## src/ipv4p_pkg.sv

```systemverilog
`timescale 1ns / 1ps
// ----------------------------------------------------------------------------
// ipv4p_pkg
// Shared types and constants for the dotted IPv4 address text parser.
// ----------------------------------------------------------------------------
package ipv4p_pkg;

  localparam int CHAR_W    = 8;
  localparam int VALUE_W   = 9;
  localparam int COUNT_W   = 3;
  localparam int ADDR_W    = 32;
  localparam int OCTET_W   = 8;
  localparam int NUM_PARTS = 4;

  localparam logic [VALUE_W-1:0] VALUE_CAP  = 9'd256;
  localparam logic [COUNT_W-1:0] PART_LIMIT = 3'd4;

  localparam logic [CHAR_W-1:0] CHAR_NUL   = 8'h00;
  localparam logic [CHAR_W-1:0] CHAR_DOT   = 8'h2e;
  localparam logic [CHAR_W-1:0] CHAR_PLUS  = 8'h2b;
  localparam logic [CHAR_W-1:0] CHAR_MINUS = 8'h2d;
  localparam logic [CHAR_W-1:0] CHAR_SPACE = 8'h20;
  localparam logic [CHAR_W-1:0] CHAR_TAB   = 8'h09;
  localparam logic [CHAR_W-1:0] CHAR_CR    = 8'h0d;
  localparam logic [CHAR_W-1:0] CHAR_ZERO  = 8'h30;
  localparam logic [CHAR_W-1:0] CHAR_NINE  = 8'h39;
  localparam logic [CHAR_W-1:0] CHAR_ONE   = 8'h31;
  localparam logic [CHAR_W-1:0] CHAR_LO_A  = 8'h61;
  localparam logic [CHAR_W-1:0] CHAR_LO_F  = 8'h66;
  localparam logic [CHAR_W-1:0] CHAR_UP_A  = 8'h41;
  localparam logic [CHAR_W-1:0] CHAR_UP_F  = 8'h46;
  localparam logic [CHAR_W-1:0] CHAR_LO_X  = 8'h78;
  localparam logic [CHAR_W-1:0] CHAR_UP_X  = 8'h58;

  typedef enum logic [2:0] {
    PH_START,
    PH_LEAD,
    PH_SIGN,
    PH_ZERO,
    PH_ZEROX,
    PH_DIGITS,
    PH_DEAD
  } phase_t;

  typedef enum logic [1:0] {
    BASE_DEC,
    BASE_OCT,
    BASE_HEX
  } base_t;

  typedef struct packed {
    logic       is_nul;
    logic       is_space;
    logic       is_sign;
    logic       is_minus;
    logic       is_dot;
    logic       is_x;
    logic       is_zero;
    logic       is_dec_lead;
    logic       is_hex;
    logic [3:0] digit;
  } char_class_t;

endpackage

```

## src/ipv4p_char_class.sv

```systemverilog
`timescale 1ns / 1ps
// ----------------------------------------------------------------------------
// ipv4p_char_class
// Decodes one text byte into class flags and its hex digit value.
// ----------------------------------------------------------------------------
module ipv4p_char_class (
  input  logic [ipv4p_pkg::CHAR_W-1:0] character,
  output ipv4p_pkg::char_class_t       cls
);

  logic is_num;
  logic is_lo;
  logic is_up;

  always_comb begin
    is_num = (character >= ipv4p_pkg::CHAR_ZERO) && (character <= ipv4p_pkg::CHAR_NINE);
    is_lo  = (character >= ipv4p_pkg::CHAR_LO_A) && (character <= ipv4p_pkg::CHAR_LO_F);
    is_up  = (character >= ipv4p_pkg::CHAR_UP_A) && (character <= ipv4p_pkg::CHAR_UP_F);

    cls.is_nul      = (character == ipv4p_pkg::CHAR_NUL);
    cls.is_space    = (character == ipv4p_pkg::CHAR_SPACE) ||
                      ((character >= ipv4p_pkg::CHAR_TAB) && (character <= ipv4p_pkg::CHAR_CR));
    cls.is_minus    = (character == ipv4p_pkg::CHAR_MINUS);
    cls.is_sign     = cls.is_minus || (character == ipv4p_pkg::CHAR_PLUS);
    cls.is_dot      = (character == ipv4p_pkg::CHAR_DOT);
    cls.is_x        = (character == ipv4p_pkg::CHAR_LO_X) ||
                      (character == ipv4p_pkg::CHAR_UP_X);
    cls.is_zero     = (character == ipv4p_pkg::CHAR_ZERO);
    cls.is_dec_lead = (character >= ipv4p_pkg::CHAR_ONE) && (character <= ipv4p_pkg::CHAR_NINE);
    cls.is_hex      = is_num || is_lo || is_up;

    if (is_num) begin
      cls.digit = 4'(character - ipv4p_pkg::CHAR_ZERO);
    end else if (is_lo) begin
      cls.digit = 4'(character - ipv4p_pkg::CHAR_LO_A + 8'd10);
    end else if (is_up) begin
      cls.digit = 4'(character - ipv4p_pkg::CHAR_UP_A + 8'd10);
    end else begin
      cls.digit = 4'd0;
    end
  end

endmodule

```

## src/ipv4_dotted_text_parser.sv

```systemverilog
`timescale 1ns / 1ps
// ----------------------------------------------------------------------------
// ipv4_dotted_text_parser
// Parses dotted IPv4 address text, one byte per transfer, ending with NUL.
// The result of a NUL passes through the input register and then the result
// register before it is on the outputs. Throughput: one byte per cycle; the
// input stalls only while a NUL waits behind a stalled result.
// Reset (rst, synchronous) clears the parse state and both registers' valid.
// ----------------------------------------------------------------------------
module ipv4_dotted_text_parser (
  input  logic                          clk,
  input  logic                          rst,
  input  logic                          in_valid,
  output logic                          in_stall,
  input  logic [ipv4p_pkg::CHAR_W-1:0]  character,
  output logic                          out_valid,
  input  logic                          out_stall,
  output logic                          parse_ok,
  output logic [ipv4p_pkg::ADDR_W-1:0]  address,
  output logic [ipv4p_pkg::COUNT_W-1:0] parts_seen
);

  // input register
  logic                         in_full;
  logic [ipv4p_pkg::CHAR_W-1:0] char_q;
  ipv4p_pkg::char_class_t       cls;

  // parse state
  ipv4p_pkg::phase_t               phase, phase_next;
  logic [ipv4p_pkg::COUNT_W-1:0]   part_count, part_count_next;
  ipv4p_pkg::base_t                number_base, number_base_next;
  logic [ipv4p_pkg::VALUE_W-1:0]   part_value, part_value_next;
  logic                            minus_seen, minus_seen_next;
  logic [ipv4p_pkg::OCTET_W-1:0]   octets [ipv4p_pkg::NUM_PARTS];
  logic [ipv4p_pkg::OCTET_W-1:0]   octets_next [ipv4p_pkg::NUM_PARTS];
  logic                            error_seen, error_seen_next;

  logic                          advance;
  logic                          load;
  logic                          do_commit;
  logic                          commit_dot;
  logic                          do_acc;
  logic                          digit_ok;
  logic                          commit_bad;
  logic [ipv4p_pkg::COUNT_W-1:0] count_inc;
  logic [12:0]                   acc_sum;
  logic [1:0]                    addr_class;
  logic                          res_ok;
  logic [ipv4p_pkg::ADDR_W-1:0]  res_addr;

  ipv4p_char_class u_class (
    .character (char_q),
    .cls       (cls)
  );

  // hold a NUL in the input register while the previous result is still stalled
  assign advance  = !(in_full && cls.is_nul && out_valid && out_stall);
  assign in_stall = in_full && !advance;
  assign load     = in_valid && !in_stall;

  always_ff @(posedge clk) begin
    if (rst) begin
      in_full <= 1'b0;
    end else if (load) begin
      in_full <= 1'b1;
    end else if (advance) begin
      in_full <= 1'b0;
    end
    if (load) begin
      char_q <= character;
    end
  end

  always_comb begin
    phase_next       = phase;
    part_count_next  = part_count;
    number_base_next = number_base;
    part_value_next  = part_value;
    minus_seen_next  = minus_seen;
    error_seen_next  = error_seen;
    for (int i = 0; i < ipv4p_pkg::NUM_PARTS; i++) begin
      octets_next[i] = octets[i];
    end
    do_commit  = 1'b0;
    commit_dot = 1'b0;
    do_acc     = 1'b0;
    res_ok     = 1'b0;
    res_addr   = '0;
    addr_class = 2'd0;

    unique case (number_base)
      ipv4p_pkg::BASE_OCT: digit_ok = cls.is_hex && (cls.digit <= 4'd7);
      ipv4p_pkg::BASE_HEX: digit_ok = cls.is_hex;
      default:             digit_ok = cls.is_hex && (cls.digit <= 4'd9);
    endcase

    if (cls.is_nul) begin
      unique case (phase)
        ipv4p_pkg::PH_START: begin
          if (part_count == '0) begin
            error_seen_next = 1'b1;
            phase_next      = ipv4p_pkg::PH_DEAD;
          end
        end
        ipv4p_pkg::PH_ZERO, ipv4p_pkg::PH_DIGITS: do_commit = 1'b1;
        ipv4p_pkg::PH_DEAD: ;
        default: begin
          error_seen_next = 1'b1;
          phase_next      = ipv4p_pkg::PH_DEAD;
        end
      endcase
    end else begin
      unique case (phase)
        ipv4p_pkg::PH_START, ipv4p_pkg::PH_LEAD, ipv4p_pkg::PH_SIGN: begin
          if (phase == ipv4p_pkg::PH_START && cls.is_dot) begin
            part_value_next = '0;
            do_commit       = 1'b1;
            commit_dot      = 1'b1;
          end else if (phase != ipv4p_pkg::PH_SIGN && cls.is_space) begin
            phase_next = ipv4p_pkg::PH_LEAD;
          end else if (phase != ipv4p_pkg::PH_SIGN && cls.is_sign) begin
            minus_seen_next = cls.is_minus;
            phase_next      = ipv4p_pkg::PH_SIGN;
          end else if (cls.is_zero) begin
            phase_next      = ipv4p_pkg::PH_ZERO;
            part_value_next = '0;
          end else if (cls.is_dec_lead) begin
            phase_next       = ipv4p_pkg::PH_DIGITS;
            number_base_next = ipv4p_pkg::BASE_DEC;
            part_value_next  = ipv4p_pkg::VALUE_W'(cls.digit);
          end else begin
            error_seen_next = 1'b1;
            phase_next      = ipv4p_pkg::PH_DEAD;
          end
        end
        ipv4p_pkg::PH_ZERO: begin
          if (cls.is_x) begin
            phase_next       = ipv4p_pkg::PH_ZEROX;
            number_base_next = ipv4p_pkg::BASE_HEX;
          end else if (cls.is_dot) begin
            do_commit  = 1'b1;
            commit_dot = 1'b1;
          end else if (cls.is_hex && cls.digit <= 4'd7) begin
            number_base_next = ipv4p_pkg::BASE_OCT;
            phase_next       = ipv4p_pkg::PH_DIGITS;
            do_acc           = 1'b1;
          end else begin
            error_seen_next = 1'b1;
            phase_next      = ipv4p_pkg::PH_DEAD;
          end
        end
        ipv4p_pkg::PH_ZEROX: begin
          if (cls.is_hex) begin
            phase_next = ipv4p_pkg::PH_DIGITS;
            do_acc     = 1'b1;
          end else begin
            error_seen_next = 1'b1;
            phase_next      = ipv4p_pkg::PH_DEAD;
          end
        end
        ipv4p_pkg::PH_DIGITS: begin
          if (cls.is_dot) begin
            do_commit  = 1'b1;
            commit_dot = 1'b1;
          end else if (digit_ok) begin
            do_acc = 1'b1;
          end else begin
            error_seen_next = 1'b1;
            phase_next      = ipv4p_pkg::PH_DEAD;
          end
        end
        default: ;
      endcase
    end

    // multiply by 8, 10 or 16 with shifts, then saturate at the cap
    unique case (number_base_next)
      ipv4p_pkg::BASE_HEX: acc_sum = {part_value, 4'b0} + 13'(cls.digit);
      ipv4p_pkg::BASE_OCT: acc_sum = 13'({part_value, 3'b0}) + 13'(cls.digit);
      default: acc_sum = 13'({part_value, 3'b0}) + 13'({part_value, 1'b0}) +
                         13'(cls.digit);
    endcase
    if (do_acc) begin
      part_value_next = (acc_sum >= 13'(ipv4p_pkg::VALUE_CAP)) ?
                        ipv4p_pkg::VALUE_CAP : acc_sum[ipv4p_pkg::VALUE_W-1:0];
    end

    commit_bad = (part_value_next >= ipv4p_pkg::VALUE_CAP) ||
                 (minus_seen && (part_value_next != '0)) ||
                 (part_count >= ipv4p_pkg::PART_LIMIT);
    count_inc  = part_count + 3'd1;
    if (do_commit) begin
      if (commit_bad) begin
        error_seen_next = 1'b1;
        phase_next      = ipv4p_pkg::PH_DEAD;
      end else begin
        octets_next[part_count[1:0]] = part_value_next[ipv4p_pkg::OCTET_W-1:0];
        part_count_next = count_inc;
        if (commit_dot && count_inc >= ipv4p_pkg::PART_LIMIT) begin
          error_seen_next = 1'b1;
          phase_next      = ipv4p_pkg::PH_DEAD;
        end else begin
          phase_next       = ipv4p_pkg::PH_START;
          number_base_next = ipv4p_pkg::BASE_DEC;
          part_value_next  = '0;
          minus_seen_next  = 1'b0;
        end
      end
    end

    if (cls.is_nul) begin
      // expand classful shorthand by the top two bits of the first byte
      addr_class = octets_next[0][7:6];
      if (!error_seen_next) begin
        if (addr_class <= 2'd1) begin
          if (part_count_next == 3'd3) begin
            octets_next[3] = octets_next[2];
            octets_next[2] = octets_next[1];
            octets_next[1] = '0;
          end else if (part_count_next == 3'd2) begin
            octets_next[3] = octets_next[1];
            octets_next[2] = '0;
            octets_next[1] = '0;
          end else if (part_count_next != ipv4p_pkg::PART_LIMIT) begin
            error_seen_next = 1'b1;
          end
        end else if (addr_class == 2'd2) begin
          if (part_count_next == 3'd3) begin
            octets_next[3] = octets_next[2];
            octets_next[2] = '0;
          end else if (part_count_next != ipv4p_pkg::PART_LIMIT) begin
            error_seen_next = 1'b1;
          end
        end
      end
      res_ok = !error_seen_next;
      if (res_ok) begin
        res_addr = {octets_next[0], octets_next[1], octets_next[2], octets_next[3]};
      end
    end
  end

  always_ff @(posedge clk) begin
    if (rst || (in_full && advance && cls.is_nul)) begin
      phase       <= ipv4p_pkg::PH_START;
      part_count  <= '0;
      number_base <= ipv4p_pkg::BASE_DEC;
      part_value  <= '0;
      minus_seen  <= 1'b0;
      error_seen  <= 1'b0;
      for (int i = 0; i < ipv4p_pkg::NUM_PARTS; i++) begin
        octets[i] <= '0;
      end
    end else if (in_full && advance) begin
      phase       <= phase_next;
      part_count  <= part_count_next;
      number_base <= number_base_next;
      part_value  <= part_value_next;
      minus_seen  <= minus_seen_next;
      error_seen  <= error_seen_next;
      for (int i = 0; i < ipv4p_pkg::NUM_PARTS; i++) begin
        octets[i] <= octets_next[i];
      end
    end
  end

  // result register
  always_ff @(posedge clk) begin
    if (rst) begin
      out_valid <= 1'b0;
    end else if (in_full && advance && cls.is_nul) begin
      out_valid <= 1'b1;
    end else if (!out_stall) begin
      out_valid <= 1'b0;
    end
    if (in_full && advance && cls.is_nul) begin
      parse_ok   <= res_ok;
      address    <= res_addr;
      parts_seen <= part_count_next;
    end
  end

endmodule

```

## config.mk

```make
export PLATFORM = sky130hd
export DESIGN_NAME = ipv4_dotted_text_parser
export DESIGN_NICKNAME = d
export VERILOG_FILES = /design/src/ipv4p_pkg.sv /design/src/ipv4p_char_class.sv /design/src/ipv4_dotted_text_parser.sv
export SDC_FILE = /design/constraint.sdc
export NUM_CORES = 1
export LEC_CHECK = 0
export ABC_AREA = 0
export BUFFER_PORTS_ARGS = -buffer_cell sky130_fd_sc_hd__buf_2
export CORE_MARGIN = 3
export CORE_UTILIZATION = 35
export DETAILED_ROUTE_END_ITERATION = 10
export HOLD_SLACK_MARGIN = 0.15
export MAX_ROUTING_LAYER = met4
export PLACE_DENSITY = 0.5
export SYNTH_ARGS = -nofsm -noshare
export SYNTH_HDL_FRONTEND = slang
export SYNTH_HIERARCHICAL = 1
export SYNTH_SLANG_ARGS = --single-unit
```

## constraint.sdc

```tcl
create_clock -name clk -period 6.55 [get_ports clk]
set_clock_uncertainty 0.15 [all_clocks]
set_input_delay 0.3275 -clock clk [delete_from_list [all_inputs] [get_ports clk]]
set_output_delay 0.3275 -clock clk [all_outputs]
set_load 0.02 [all_outputs]
```

# == Word level (Yosys, flattened, before mapping) ==
# Memories as Yosys holds them, arrays and structs flattened.
# Index checks and enable logic that the tools add are counted.
# word_totals
n_memories,1
input_bits,12
output_inout_bits,38
mem_bits_rw,32
reg_bits,65
word_cells,244
# classes
bitwise_logic,6
n_reduce_logical,41
eq_ne,30
order_cmp,18
add_sub_neg,10
n_mux,126
# memory_table
name,words,word_bits,rd,rd_clocked_by_memory_dff,write_ports,line,text
octets,4,8,4,0,4,ipv4_dotted_text_parser.sv:34,logic [ipv4p_pkg::OCTET_W-1:0] octets [ipv4p_pkg::NUM_PARTS];
# ops
cell,count
9-bit two-way mux,12
24-bit two-way mux,4
32-bit two-way mux,2
1-bit two-way mux,55
16-bit two-way mux,3
8-bit two-way mux,6
3-bit two-way mux,15
"8-bit by 6-bit == test with 1-bit output, second input constant",5
32-bit bitwise mux,1
2-bit two-way mux,15
13-bit by 4-bit adder with 13-bit output,2
13-bit one-hot mux with 2 select lines,1
1-bit logical AND,20
8-bit demux with 2-bit select,1
"8-bit by 7-bit == test with 1-bit output, second input constant",2
"8-bit by 6-bit >= comparator with 1-bit output, second input constant",2
"8-bit by 7-bit >= comparator with 1-bit output, second input constant",2
"8-bit by 7-bit <= comparator with 1-bit output, second input constant",2
"4-bit inequality test, second input constant",4
12-bit by 10-bit adder with 13-bit output,1
12-bit by 4-bit adder with 13-bit output,1
"13-bit by 9-bit >= comparator with 1-bit output, second input constant",1
"3-bit by 2-bit == test with 1-bit output, second input constant",4
4-bit two-way mux,3
other kinds (39),67

# == Depth between registers and ports, before layout ==
# Gate-level depths: netlist of the first run.
# depth
depth_word,31
mapped_depth,27
depth_no_buf,24

# == By module ==
# Netlist of the first run, hierarchy kept.
# by_module_without_submodules
mod,n_inst,seq_area_each_um2,cells_each,area_each_um2
ipv4_dotted_text_parser,1,2702.6,652,6334.8
ipv4p_char_class,1,0.0,48,355.3

# == Worst setup path after synthesis of the first run ==
# OpenSTA, ideal clock, no wires.
# synth_timing
path_type,register to register
start,register char_q[1] in the netlist's numbering
end,register address[3] in the netlist's numbering (data pin)
required_time_ps,6143
arrival_ps,5015
n_path_buf,1
setup_slack_ps,1128
setup_ps,257
period_less_slack_ps,5422
stages_incl_launch_ff,21
cell_sequence,edfxtp_1 > inv_1 > ha_1 > o21bai_1 > o31ai_1 > inv_1 > fa_1 > inv_1 > ha_1 > a211o_1 > a21boi_1 > o21bai_1 > a41oi_1 > nor2_1 > a31o_2 > or4b_1 > a21oi_2 > or2_1 > buf_4 > o211a_1 > a21oi_1
# synth_lines
element,line,text
start: declaration,ipv4_dotted_text_parser.sv:25,logic [ipv4p_pkg::CHAR_W-1:0] char_q;
start signal: assignment,ipv4_dotted_text_parser.sv:70,char_q <= character;
end signal: assignment,ipv4_dotted_text_parser.sv:278,address <= res_addr;
end: declaration,ipv4_dotted_text_parser.sv:19,"output logic [ipv4p_pkg::ADDR_W-1:0] address,"

==> results.sh, run 1 <==
export IMPL_synth_seq_cells=97
export IMPL_crit_path_frequent_cell="a21oi_1"
export IMPL_num_rows=49
export IMPL_syn_to_final_growth_pct=13.9
export IMPL_cts_root_buf="clkbuf_16"
export IMPL_grt_overflow_total=0
export IMPL_drc_errors=0
export IMPL_startpoint_type="flop"
export IMPL_cap_violations=0
export IMPL_io_buffers=49
export IMPL_tightestPinTransition_ns=0.964
export IMPL_synth_enable_flop_cells=76
export IMPL_cts_tree="yes"
export IMPL_fin_crit_ns=5.97
export IMPL_grt_setup_unrepaired="false"
export IMPL_dp_hpwl_mm=13.6
export IMPL_final_cell_mix="nor2_1 (92), edfxtp_1 (76), nand2_1 (56)"
export IMPL_die_h_um=144
export IMPL_min_path_type="in -> reg"
export IMPL_gp_congestion=0.908
export IMPL_synth_seq_area_share_pct=40.4
export IMPL_postCtsResizedCells=0
export IMPL_finalSetupViolCount=0
export IMPL_maxSlewHeadroom_pct=34.8
export IMPL_p_leak_nw=2.86
export IMPL_antenna_found_initial=0
export IMPL_irDropWorstVdd_mv=0.126
export IMPL_mappedNetlistArea_um2=6690
export IMPL_die_w_um=144
export IMPL_syn_inst=700
export IMPL_final_seq_area_um2=2700
export IMPL_grt_pass1_vias=5395
export IMPL_cp_num_buf_inv=2
export IMPL_cts_max_level=3
export IMPL_drt_iter0_drc=502
export IMPL_clock_path_buffers=2
export IMPL_grt_usage_pct=18.9
export IMPL_synth_nets=746
export IMPL_worst_setup_path_end_kind="flop"
export IMPL_multiInputGateArea_um2=3720
export IMPL_setup_tns_ns=0
export IMPL_final_common_cell="nor2_1"
export IMPL_wl_mm=18.7
export IMPL_antenna_left=0
export IMPL_async_reset_ff_share_pct=0
export IMPL_grt_max_degree=37
export IMPL_grt_pass1_wl_mm=30.0
export IMPL_vias=5679
export IMPL_cts_sinks=97
export IMPL_worst_ep_arrival_time_ns=5.93
export IMPL_insertedDiodeCount=0
export IMPL_cts_inserted_buffers=9
export IMPL_io_pins=50
export IMPL_clk_latency_ns=0.36
export IMPL_synth_cell_type_count=101
export IMPL_wl_per_cell_um=18.8
export IMPL_ys_warn_count=6
export IMPL_synth_ff_type="edfxtp_1"
export IMPL_viasPerCell=5.72
export IMPL_critPathMaxStageDelay_ns=0.52
export IMPL_power_density_nw_per_um2=178
export IMPL_crit_type="reg -> reg"
export IMPL_crit_chain="inv_1, ha_1, o21bai_1, a21o_2, a21oi_1, nand2b_1, a21oi_4, a21oi_1, nor3_1, nand2_1, a32o_1, ha_1, buf_4, nand2_1, nor3_1, mux2i_1, o31ai_2, a21bo_1, or4b_1, a21oi_2, or2_1, o211a_1, a21oi_1"
export IMPL_status="completed"
export IMPL_first_pass_iters=5
export IMPL_crit_path_top_delay_cell="o31ai_2"
export IMPL_critPathTopFamily="compound AO/OA/AOI/OAI gates"
export IMPL_fin_crit_sh_pct=91.2
export IMPL_die_area_um2=20800
export IMPL_clock_fmax_mhz=167
export IMPL_crit_fanout=15
export IMPL_slew_viol_final=0
export IMPL_fin_nets=804
export IMPL_required_ns=6.51
export IMPL_fillCellCount=1828
export IMPL_start_util_pct=36.4
export IMPL_hold_viol=0
export IMPL_drive_above_1_share_pct=17.8
export IMPL_whs_ns=0.219
export IMPL_coreArea_um2=18400
export IMPL_cts_reportedPaths_clkPinSlew_ns=0.07
export IMPL_syn_mean_instance_area_um2=9.56
==> registers in the layout, indices dropped and copies added, names as in the netlist, 2 cells and up <==
signal	cells
part_value	9
number_base	2
parts_seen	3
char_q	8
octets	32
part_count	3
phase	3
address	32
==> cell families after synthesis <==
group / count (synthesis) / share of synthesized area [%]
flip-flops: 97 / 40.4
AND/OR/NAND/NOR: 269 / 20.7
AO/OA/AOI/OAI: 193 / 21.5
XOR/XNOR: 10 / 1.31
adder cells (fa/ha/maj): 34 / 6.58
buffers and inverters: 63 / 4.25
multiplexers: 34 / 5.29
==> synthesized netlist by cell type (all sizes together), types with 4 or more instances <==
cell type	count	area share [%]
clkbuf	12	0.67
a22o	9	1.2
o211ai	4	0.45
o22a	7	0.92
and2	5	0.47
a22oi	4	0.52
edfxtp	76	34
or3	6	0.64
xnor2	8	1.0
or2	4	0.37
mux2i	26	3.9
nor2	93	5.3
a2bb2oi	6	0.88
dfxtp	21	6.3
o21ai	37	2.8
a21o	4	0.47
nand2b	17	1.6
mux2	8	1.3
buf	18	1.7
o21a	4	0.45
and3	8	0.77
nor3	15	1.3
nor2b	5	0.50
inv	33	1.9
o22ai	9	1.1
ha	32	6.0
a211oi	4	0.52
o31ai	4	0.52
nand4	7	0.88
a21oi	51	4.1
nand3	26	2.1
a31oi	11	1.6
nand2	59	3.4
nor4	6	0.65
==> tightest hold or removal path, stage by stage <==
cell,delay [ns]
buf_2,0.13
nand4_1,0.14
a21oi_1,0.09
==> power breakdown <==
part	internal [mW]	switching, mW
Sequential	0.679	0.0176
Clock	0.265	0.264
Combinational	0.0507	0.0808
Total	0.995	0.362
==> metrics by stage <==
step	utilization [%]	instance area, um2	instances	setup slack, ns	power (mW)
5_1_grt	41.4	7620	992	0.0343	1.41
4_1_cts	41.4	7620	992	0.622	1.37
2_1_floorplan	-	6690	700	1.13	0.802
3_3_place_gp	39.3	7220	965	0.852	0.835
3_5_place_dp	39.3	7220	965	0.669	0.836
6_report	41.4	7620	992	0.577	1.36
==> area by class of cell <==
class	instances	area share, %
Tap cell	229	3.76
Clock inverter	7	0.854
Timing Repair Buffer	77	6.50
Sequential cell	97	35.5
Clock buffer	9	2.96
Inverter	33	1.63
Multi-Input combinational cell	540	48.8
==> metal layers <==
| metal | part of all wire [%] | up-vias | global-route usage, % |
|---|---|---|---|
| met5 | 0 | - | - |
| met4 | 1.7 | 0 | 5.74 |
| met3 | 4.5 | 20 | 2.41 |
| met2 | 45 | 163 | 27.9 |
| met1 | 49 | 2769 | 27.1 |
| li1 | - | 2727 | - |
==> worst paths after layout <==
kind,slack (ns),cells past startpoint,endpoint,from
hold / removal,0.22,3,in_full,out_stall
setup / recovery,0.58,23,address[3],char_q[1]
setup reg to reg,0.58,23,address[3],char_q[1]
hold reg to reg,0.34,2,minus_seen,minus_seen
==> what timing repair did <==
item	in CTS	in global routing
setup buffers	0	0
endpoints found under the hold margin	10	0
hold buffers	11	0
Note: power is estimated with default switching activity, not from simulation.
==> run 2: changes to the inputs <==
==> constraint.sdc (replaced) <==
create_clock -name clk -period 6.55 [get_ports clk]
set_clock_uncertainty 0.15 [all_clocks]
set_input_delay 0 -clock clk [delete_from_list [all_inputs] [get_ports clk]]
set_output_delay 0 -clock clk [all_outputs]
set_load 0.02 [all_outputs]
==> run 2 against run 1 <==
Net effect: largest power group unchanged; highest routed layer unchanged; die area did not move; sequential power about the same; cell count up 0.20%; first-iteration DRC count shrank 11%; global-route usage up 0.071 points.
==> results.sh, run 2 (synthesized netlist as in run 1, its figures left out) <==
export IMPL_status="completed"
export IMPL_grt_max_degree=37
export IMPL_drt_iter0_drc=448
export IMPL_fin_nets=806
export IMPL_cts_reportedPaths_clkPinSlew_ns=0.07
export IMPL_final_cell_mix="nor2_1 (92), edfxtp_1 (76), nand2_1 (56)"
export IMPL_dp_hpwl_mm=13.6
export IMPL_worstReg2RegStart="char_q[1]"
export IMPL_worstSetupStartpoint="char_q[1]"
export IMPL_coreArea_um2=18400
export IMPL_insertedDiodeCount=0
export IMPL_clock_path_buffers=2
export IMPL_r2r_setup_slack_ns=0.56
export IMPL_worst_setup_path_end_kind="flop"
export IMPL_required_ns=6.51
export IMPL_first_pass_iters=5
export IMPL_power_density_nw_per_um2=178
export IMPL_crit_type="reg -> reg"
export IMPL_fin_crit_ns=5.99
export IMPL_min_path_type="in -> reg"
export IMPL_hold_viol=0
export IMPL_grt_usage_pct=19.0
export IMPL_fin_crit_sh_pct=91.5
export IMPL_drive_above_1_share_pct=17.8
export IMPL_die_h_um=144
export IMPL_finalPower_mw=1.36
export IMPL_finalSetupViolCount=0
export IMPL_startpoint_type="flop"
export IMPL_clock_fmax_mhz=167
export IMPL_setup_tns_ns=0
export IMPL_grt_pass1_wl_mm=30.1
export IMPL_slew_viol_final=0
export IMPL_clk_latency_ns=0.36
export IMPL_cts_inserted_buffers=9
export IMPL_cap_violations=0
export IMPL_utilization_pct=41.5
export IMPL_maxSlewHeadroom_pct=34.7
export IMPL_io_pins=50
export IMPL_worst_ep_arrival_time_ns=5.95
export IMPL_p_leak_nw=2.87
export IMPL_irDropWorstVdd_mv=0.126
export IMPL_gp_congestion=0.908
export IMPL_cts_root_buf="clkbuf_16"
export IMPL_wl_per_cell_um=18.9
export IMPL_viasPerCell=5.70
export IMPL_endpoint="address[3]"
export IMPL_cts_sinks=97
export IMPL_final_common_cell="nor2_1"
export IMPL_drc_errors=0
export IMPL_ff2ff_path_depth=23
export IMPL_cts_tree="yes"
export IMPL_crit_fanout=15
export IMPL_antenna_found_initial=0
export IMPL_syn_to_final_growth_pct=14.2
export IMPL_io_buffers=49
export IMPL_num_rows=49
export IMPL_grt_setup_unrepaired="false"
export IMPL_grt_pass1_vias=5417
export IMPL_fillCellCount=1825
export IMPL_grt_overflow_total=0
export IMPL_regToRegEndpoint="address[3]"
export IMPL_post_cts_setup_buffers=0
export IMPL_die_area_um2=20800
export IMPL_wl_mm=18.8
export IMPL_cts_max_level=3
export IMPL_antenna_left=0
export IMPL_die_w_um=144
export IMPL_start_util_pct=36.4
export IMPL_tightestPinTransition_ns=0.966
export IMPL_top_regs="address (32), octets (32), part_value (9)"
export IMPL_vias=5663
==> run 2: cell count changes in the layout (fill, tap and decap cells not counted) <==
cell,before,now
dlygate4sd3_1,11,13
==> run 2: worst min path at each step <==
stage,from,end,depth (start not counted)
after detailed placement,character[4],char_q[4],1
after global routing,character[3],char_q[3],2
after floorplan,rst,in_full,1
after CTS,character[7],char_q[7],2
after global placement,character[5],char_q[5],1
final,character[7],char_q[7],2
==> run 2: what timing repair did <==
item                                    CTS  global route
hold endpoints to repair                 26             0
resized for setup                         0             0
hold buffers                             13             0
endpoints found under the setup margin    0             0
==> run 2: per-layer routing <==
layer	track usage (%)	up-vias	wire, um
met1	27.2	2741	9200
met2	28.1	170	8340
met3	2.41	19	897
met4	5.74	0	321
met5	-	-	0
li1	-	2733	-
==> run 2: layout make-up <==
| cell class | instances | area, um2 | share of cell area [%] |
|---|---|---|---|
| clock inverters | 7 | 65.1 | 0.852 |
| flip-flops and latches | 97 | 2700 | 35.4 |
| well taps | 229 | 287 | 3.75 |
| inverters | 33 | 124 | 1.62 |
| repair buffers | 79 | 515 | 6.75 |
| clock buffers | 9 | 225 | 2.95 |
| multi-input cells | 540 | 3720 | 48.7 |
==> run 2: per-stage QoR <==
step	setup slack, ns	cell area [um2]	cells	hold slack (ns)
floorplan	1.13	6690	700	-0.0809
global placement	0.852	7220	965	0.0284
detailed placement	0.669	7220	965	0.0281
CTS	0.622	7640	994	0.181
global route	0.0343	7640	994	0.198
finish	0.558	7640	994	0.187
==> run 2: power by group <==
group	internal (mW)	leakage, nW	switching [mW]
sequential	0.679	0.856	0.0176
clock	0.265	0.138	0.264
combinational	0.0514	1.87	0.0808
==> run 2: worst max-delay path, cell delays in order (launching register included) <==
cell and delay (ns):
edfxtp_1 0.46, inv_1 0.17, ha_1 0.28, o21bai_1 0.13, a21o_2 0.26, a21oi_1 0.26
nand2b_1 0.18, a21oi_4 0.24, a21oi_1 0.10, nor3_1 0.21, nand2_1 0.08, a32o_1 0.25
ha_1 0.32, buf_4 0.20, nand2_1 0.07, nor3_1 0.13, mux2i_1 0.11, o31ai_2 0.52
a21bo_1 0.30, or4b_1 0.47, a21oi_2 0.21, or2_1 0.35, o211a_1 0.21, a21oi_1 0.06
==> run 3: changes to the inputs <==
--- a/config.mk
+++ b/config.mk
@@ -12,7 +12,7 @@
 export DETAILED_ROUTE_END_ITERATION = 10
 export HOLD_SLACK_MARGIN = 0.15
 export MAX_ROUTING_LAYER = met4
-export PLACE_DENSITY = 0.5
+export PLACE_DENSITY = 0.57
 export SYNTH_ARGS = -nofsm -noshare
 export SYNTH_HDL_FRONTEND = slang
 export SYNTH_HIERARCHICAL = 1
==> run 3 against run 2 <==
Net effect: global-route usage is 0.53 points lower; utilization up 0.075 points; critical path depth fell by 1; sequential share of layout area is 0.064 points lower; sequential cell count stayed put; largest cell class unchanged; largest power group unchanged; power rose by 4.7%; routed wire length decreased by 3.6%; combinational power about the same; sequential power about the same; critical path type unchanged; non-clock buffer count decreased by 1; cell count down 0.10%.
==> results.sh, run 3 (synthesized netlist as in run 1, its figures left out) <==
export IMPL_p_leak_nw=2.88
export IMPL_ff2ff_path_depth=22
export IMPL_min_path_type="in -> reg"
export IMPL_clock_path_buffers=2
export IMPL_whs_ns=0.195
export IMPL_cap_violations=0
export IMPL_wl_mm=18.1
export IMPL_hold_viol=0
export IMPL_seqPwrFrac_pct=49.0
export IMPL_grt_most_used_layer="met2"
export IMPL_antenna_found_initial=0
export IMPL_clk_latency_ns=0.36
export IMPL_cts_inserted_buffers=9
export IMPL_cts_max_level=3
export IMPL_antenna_left=0
export IMPL_tightestPinTransition_ns=0.908
export IMPL_grt_overflow_total=0
export IMPL_maxSlewHeadroom_pct=38.6
export IMPL_stdcell_count=993
export IMPL_insertedDiodeCount=0
export IMPL_setup_tns_ns=0
export IMPL_cts_tree="yes"
export IMPL_cts_sinks=97
export IMPL_stdcell_area_um2=7650
export IMPL_top_regs="address (32), octets (32), part_value (9)"
export IMPL_clock_fmax_mhz=168
export IMPL_netSwitchingFraction_pct=24.6
export IMPL_final_common_cell="nor2_1"
export IMPL_gp_congestion=0.924
export IMPL_dp_cells=965
export IMPL_fin_crit_ns=5.95
export IMPL_required_ns=6.50
export IMPL_start_util_pct=36.4
export IMPL_internal_power_mw=1.07
export IMPL_finalSetupViolCount=0
export IMPL_vias=5706
export IMPL_viasPerCell=5.75
export IMPL_wl_per_cell_um=18.2
export IMPL_grt_max_degree=37
export IMPL_fin_nets=805
export IMPL_fin_ws_ns=0.597
export IMPL_final_cell_mix="nor2_1 (92), edfxtp_1 (76), nand2_1 (56)"
export IMPL_grt_usage_pct=18.5
export IMPL_cts_reportedPaths_clkPinSlew_ns=0.07
export IMPL_post_cts_setup_buffers=0
export IMPL_use_met1_pct=24.8
export IMPL_p_sw_mw=0.349
export IMPL_io_buffers=49
export IMPL_grt_setup_unrepaired="false"
export IMPL_num_rows=49
export IMPL_startpoint_type="flop"
export IMPL_preCtsSetupSlack_ns=0.672
export IMPL_grtUsageMet2_pct=28.8
export IMPL_fillCellCount=1829
export IMPL_dp_hpwl_mm=13.2
export IMPL_first_pass_iters=7
export IMPL_drt_iter0_drc=417
export IMPL_drc_errors=0
export IMPL_worst_setup_path_end_kind="flop"
export IMPL_clockPowerShare_pct=41.7
export IMPL_grt_pass1_vias=5574
export IMPL_utilization_pct=41.6
export IMPL_syn_to_final_growth_pct=14.4
export IMPL_hold_depth=2
export IMPL_grtUsageMet3_pct=2.74
export IMPL_coreArea_um2=18400
export IMPL_worst_ep_arrival_time_ns=5.91
export IMPL_drive_above_1_share_pct=17.8
export IMPL_slew_viol_final=0
export IMPL_place_area_um2=7210
export IMPL_grt_pass1_wl_mm=29.5
export IMPL_die_h_um=144
export IMPL_cts_root_buf="clkbuf_16"
export IMPL_finalPower_mw=1.42
export IMPL_irDropWorstVdd_mv=0.186
export IMPL_die_area_um2=20800
export IMPL_combinationalPowerShare_pct=9.3
export IMPL_die_w_um=144
export IMPL_io_pins=50
export IMPL_crit_type="reg -> reg"
export IMPL_fin_crit_sh_pct=90.9
export IMPL_crit_fanout=9
export IMPL_status="completed"
export IMPL_power_density_nw_per_um2=186
-- run 3: per-layer routing --
metal	part of all wire [%]	wire, um
met1	46	8370
met2	46	8280
met3	5.6	1010
met4	2.3	408
met5	0	0
-- run 3: area by class of cell --
class	count	area, um2	area share (%)
clock inverter	6	97.6	1.28
tap	229	287	3.74
multi-input combinational	540	3720	48.6
sequential	97	2700	35.3
clock buffer	10	229	2.99
inverter	33	124	1.62
timing repair buffer	78	493	6.44
-- run 3: final timing paths --
kind                              startpoint    endpoint  slack (ns)
worst max-delay path               char_q[0]  address[3]        0.60
worst min-delay path            character[3]   char_q[3]        0.19
worst max register to register     char_q[0]  address[3]        0.60
worst min register to register    minus_seen  minus_seen        0.35
-- run 3: worst max-delay path, cell delays in order, from the launching register on --
cell and delay, ns:
edfxtp_1 0.43, inv_1 0.13, ha_1 0.27, a21oi_1 0.16, nor3_1 0.06, o31a_1 0.30
or2_2 0.35, a21oi_4 0.25, a21oi_1 0.10, nor3_1 0.20, nand2_1 0.08, a32o_1 0.24
ha_1 0.31, inv_1 0.14, nor4_1 0.29, mux2i_1 0.13, o31ai_2 0.49, a21bo_1 0.28
or4b_1 0.47, a21oi_2 0.23, or2_1 0.34, o211a_1 0.22, a21oi_1 0.05
-- run 3: repair_timing --
action	4_1_cts	5_1_grt
hold endpoints to repair	26	0
resized for setup	0	0
hold buffers	12	0
-- run 3: power by group through the flow --
stage | clock network, mW | logic, mW | registers [mW]
after floorplan | 0 | 0.101 | 0.701
after global placement | 0 | 0.123 | 0.709
after detailed placement | 0 | 0.125 | 0.710
after CTS | 0.603 | 0.131 | 0.696
after global routing | 0.625 | 0.146 | 0.699
final | 0.593 | 0.132 | 0.696
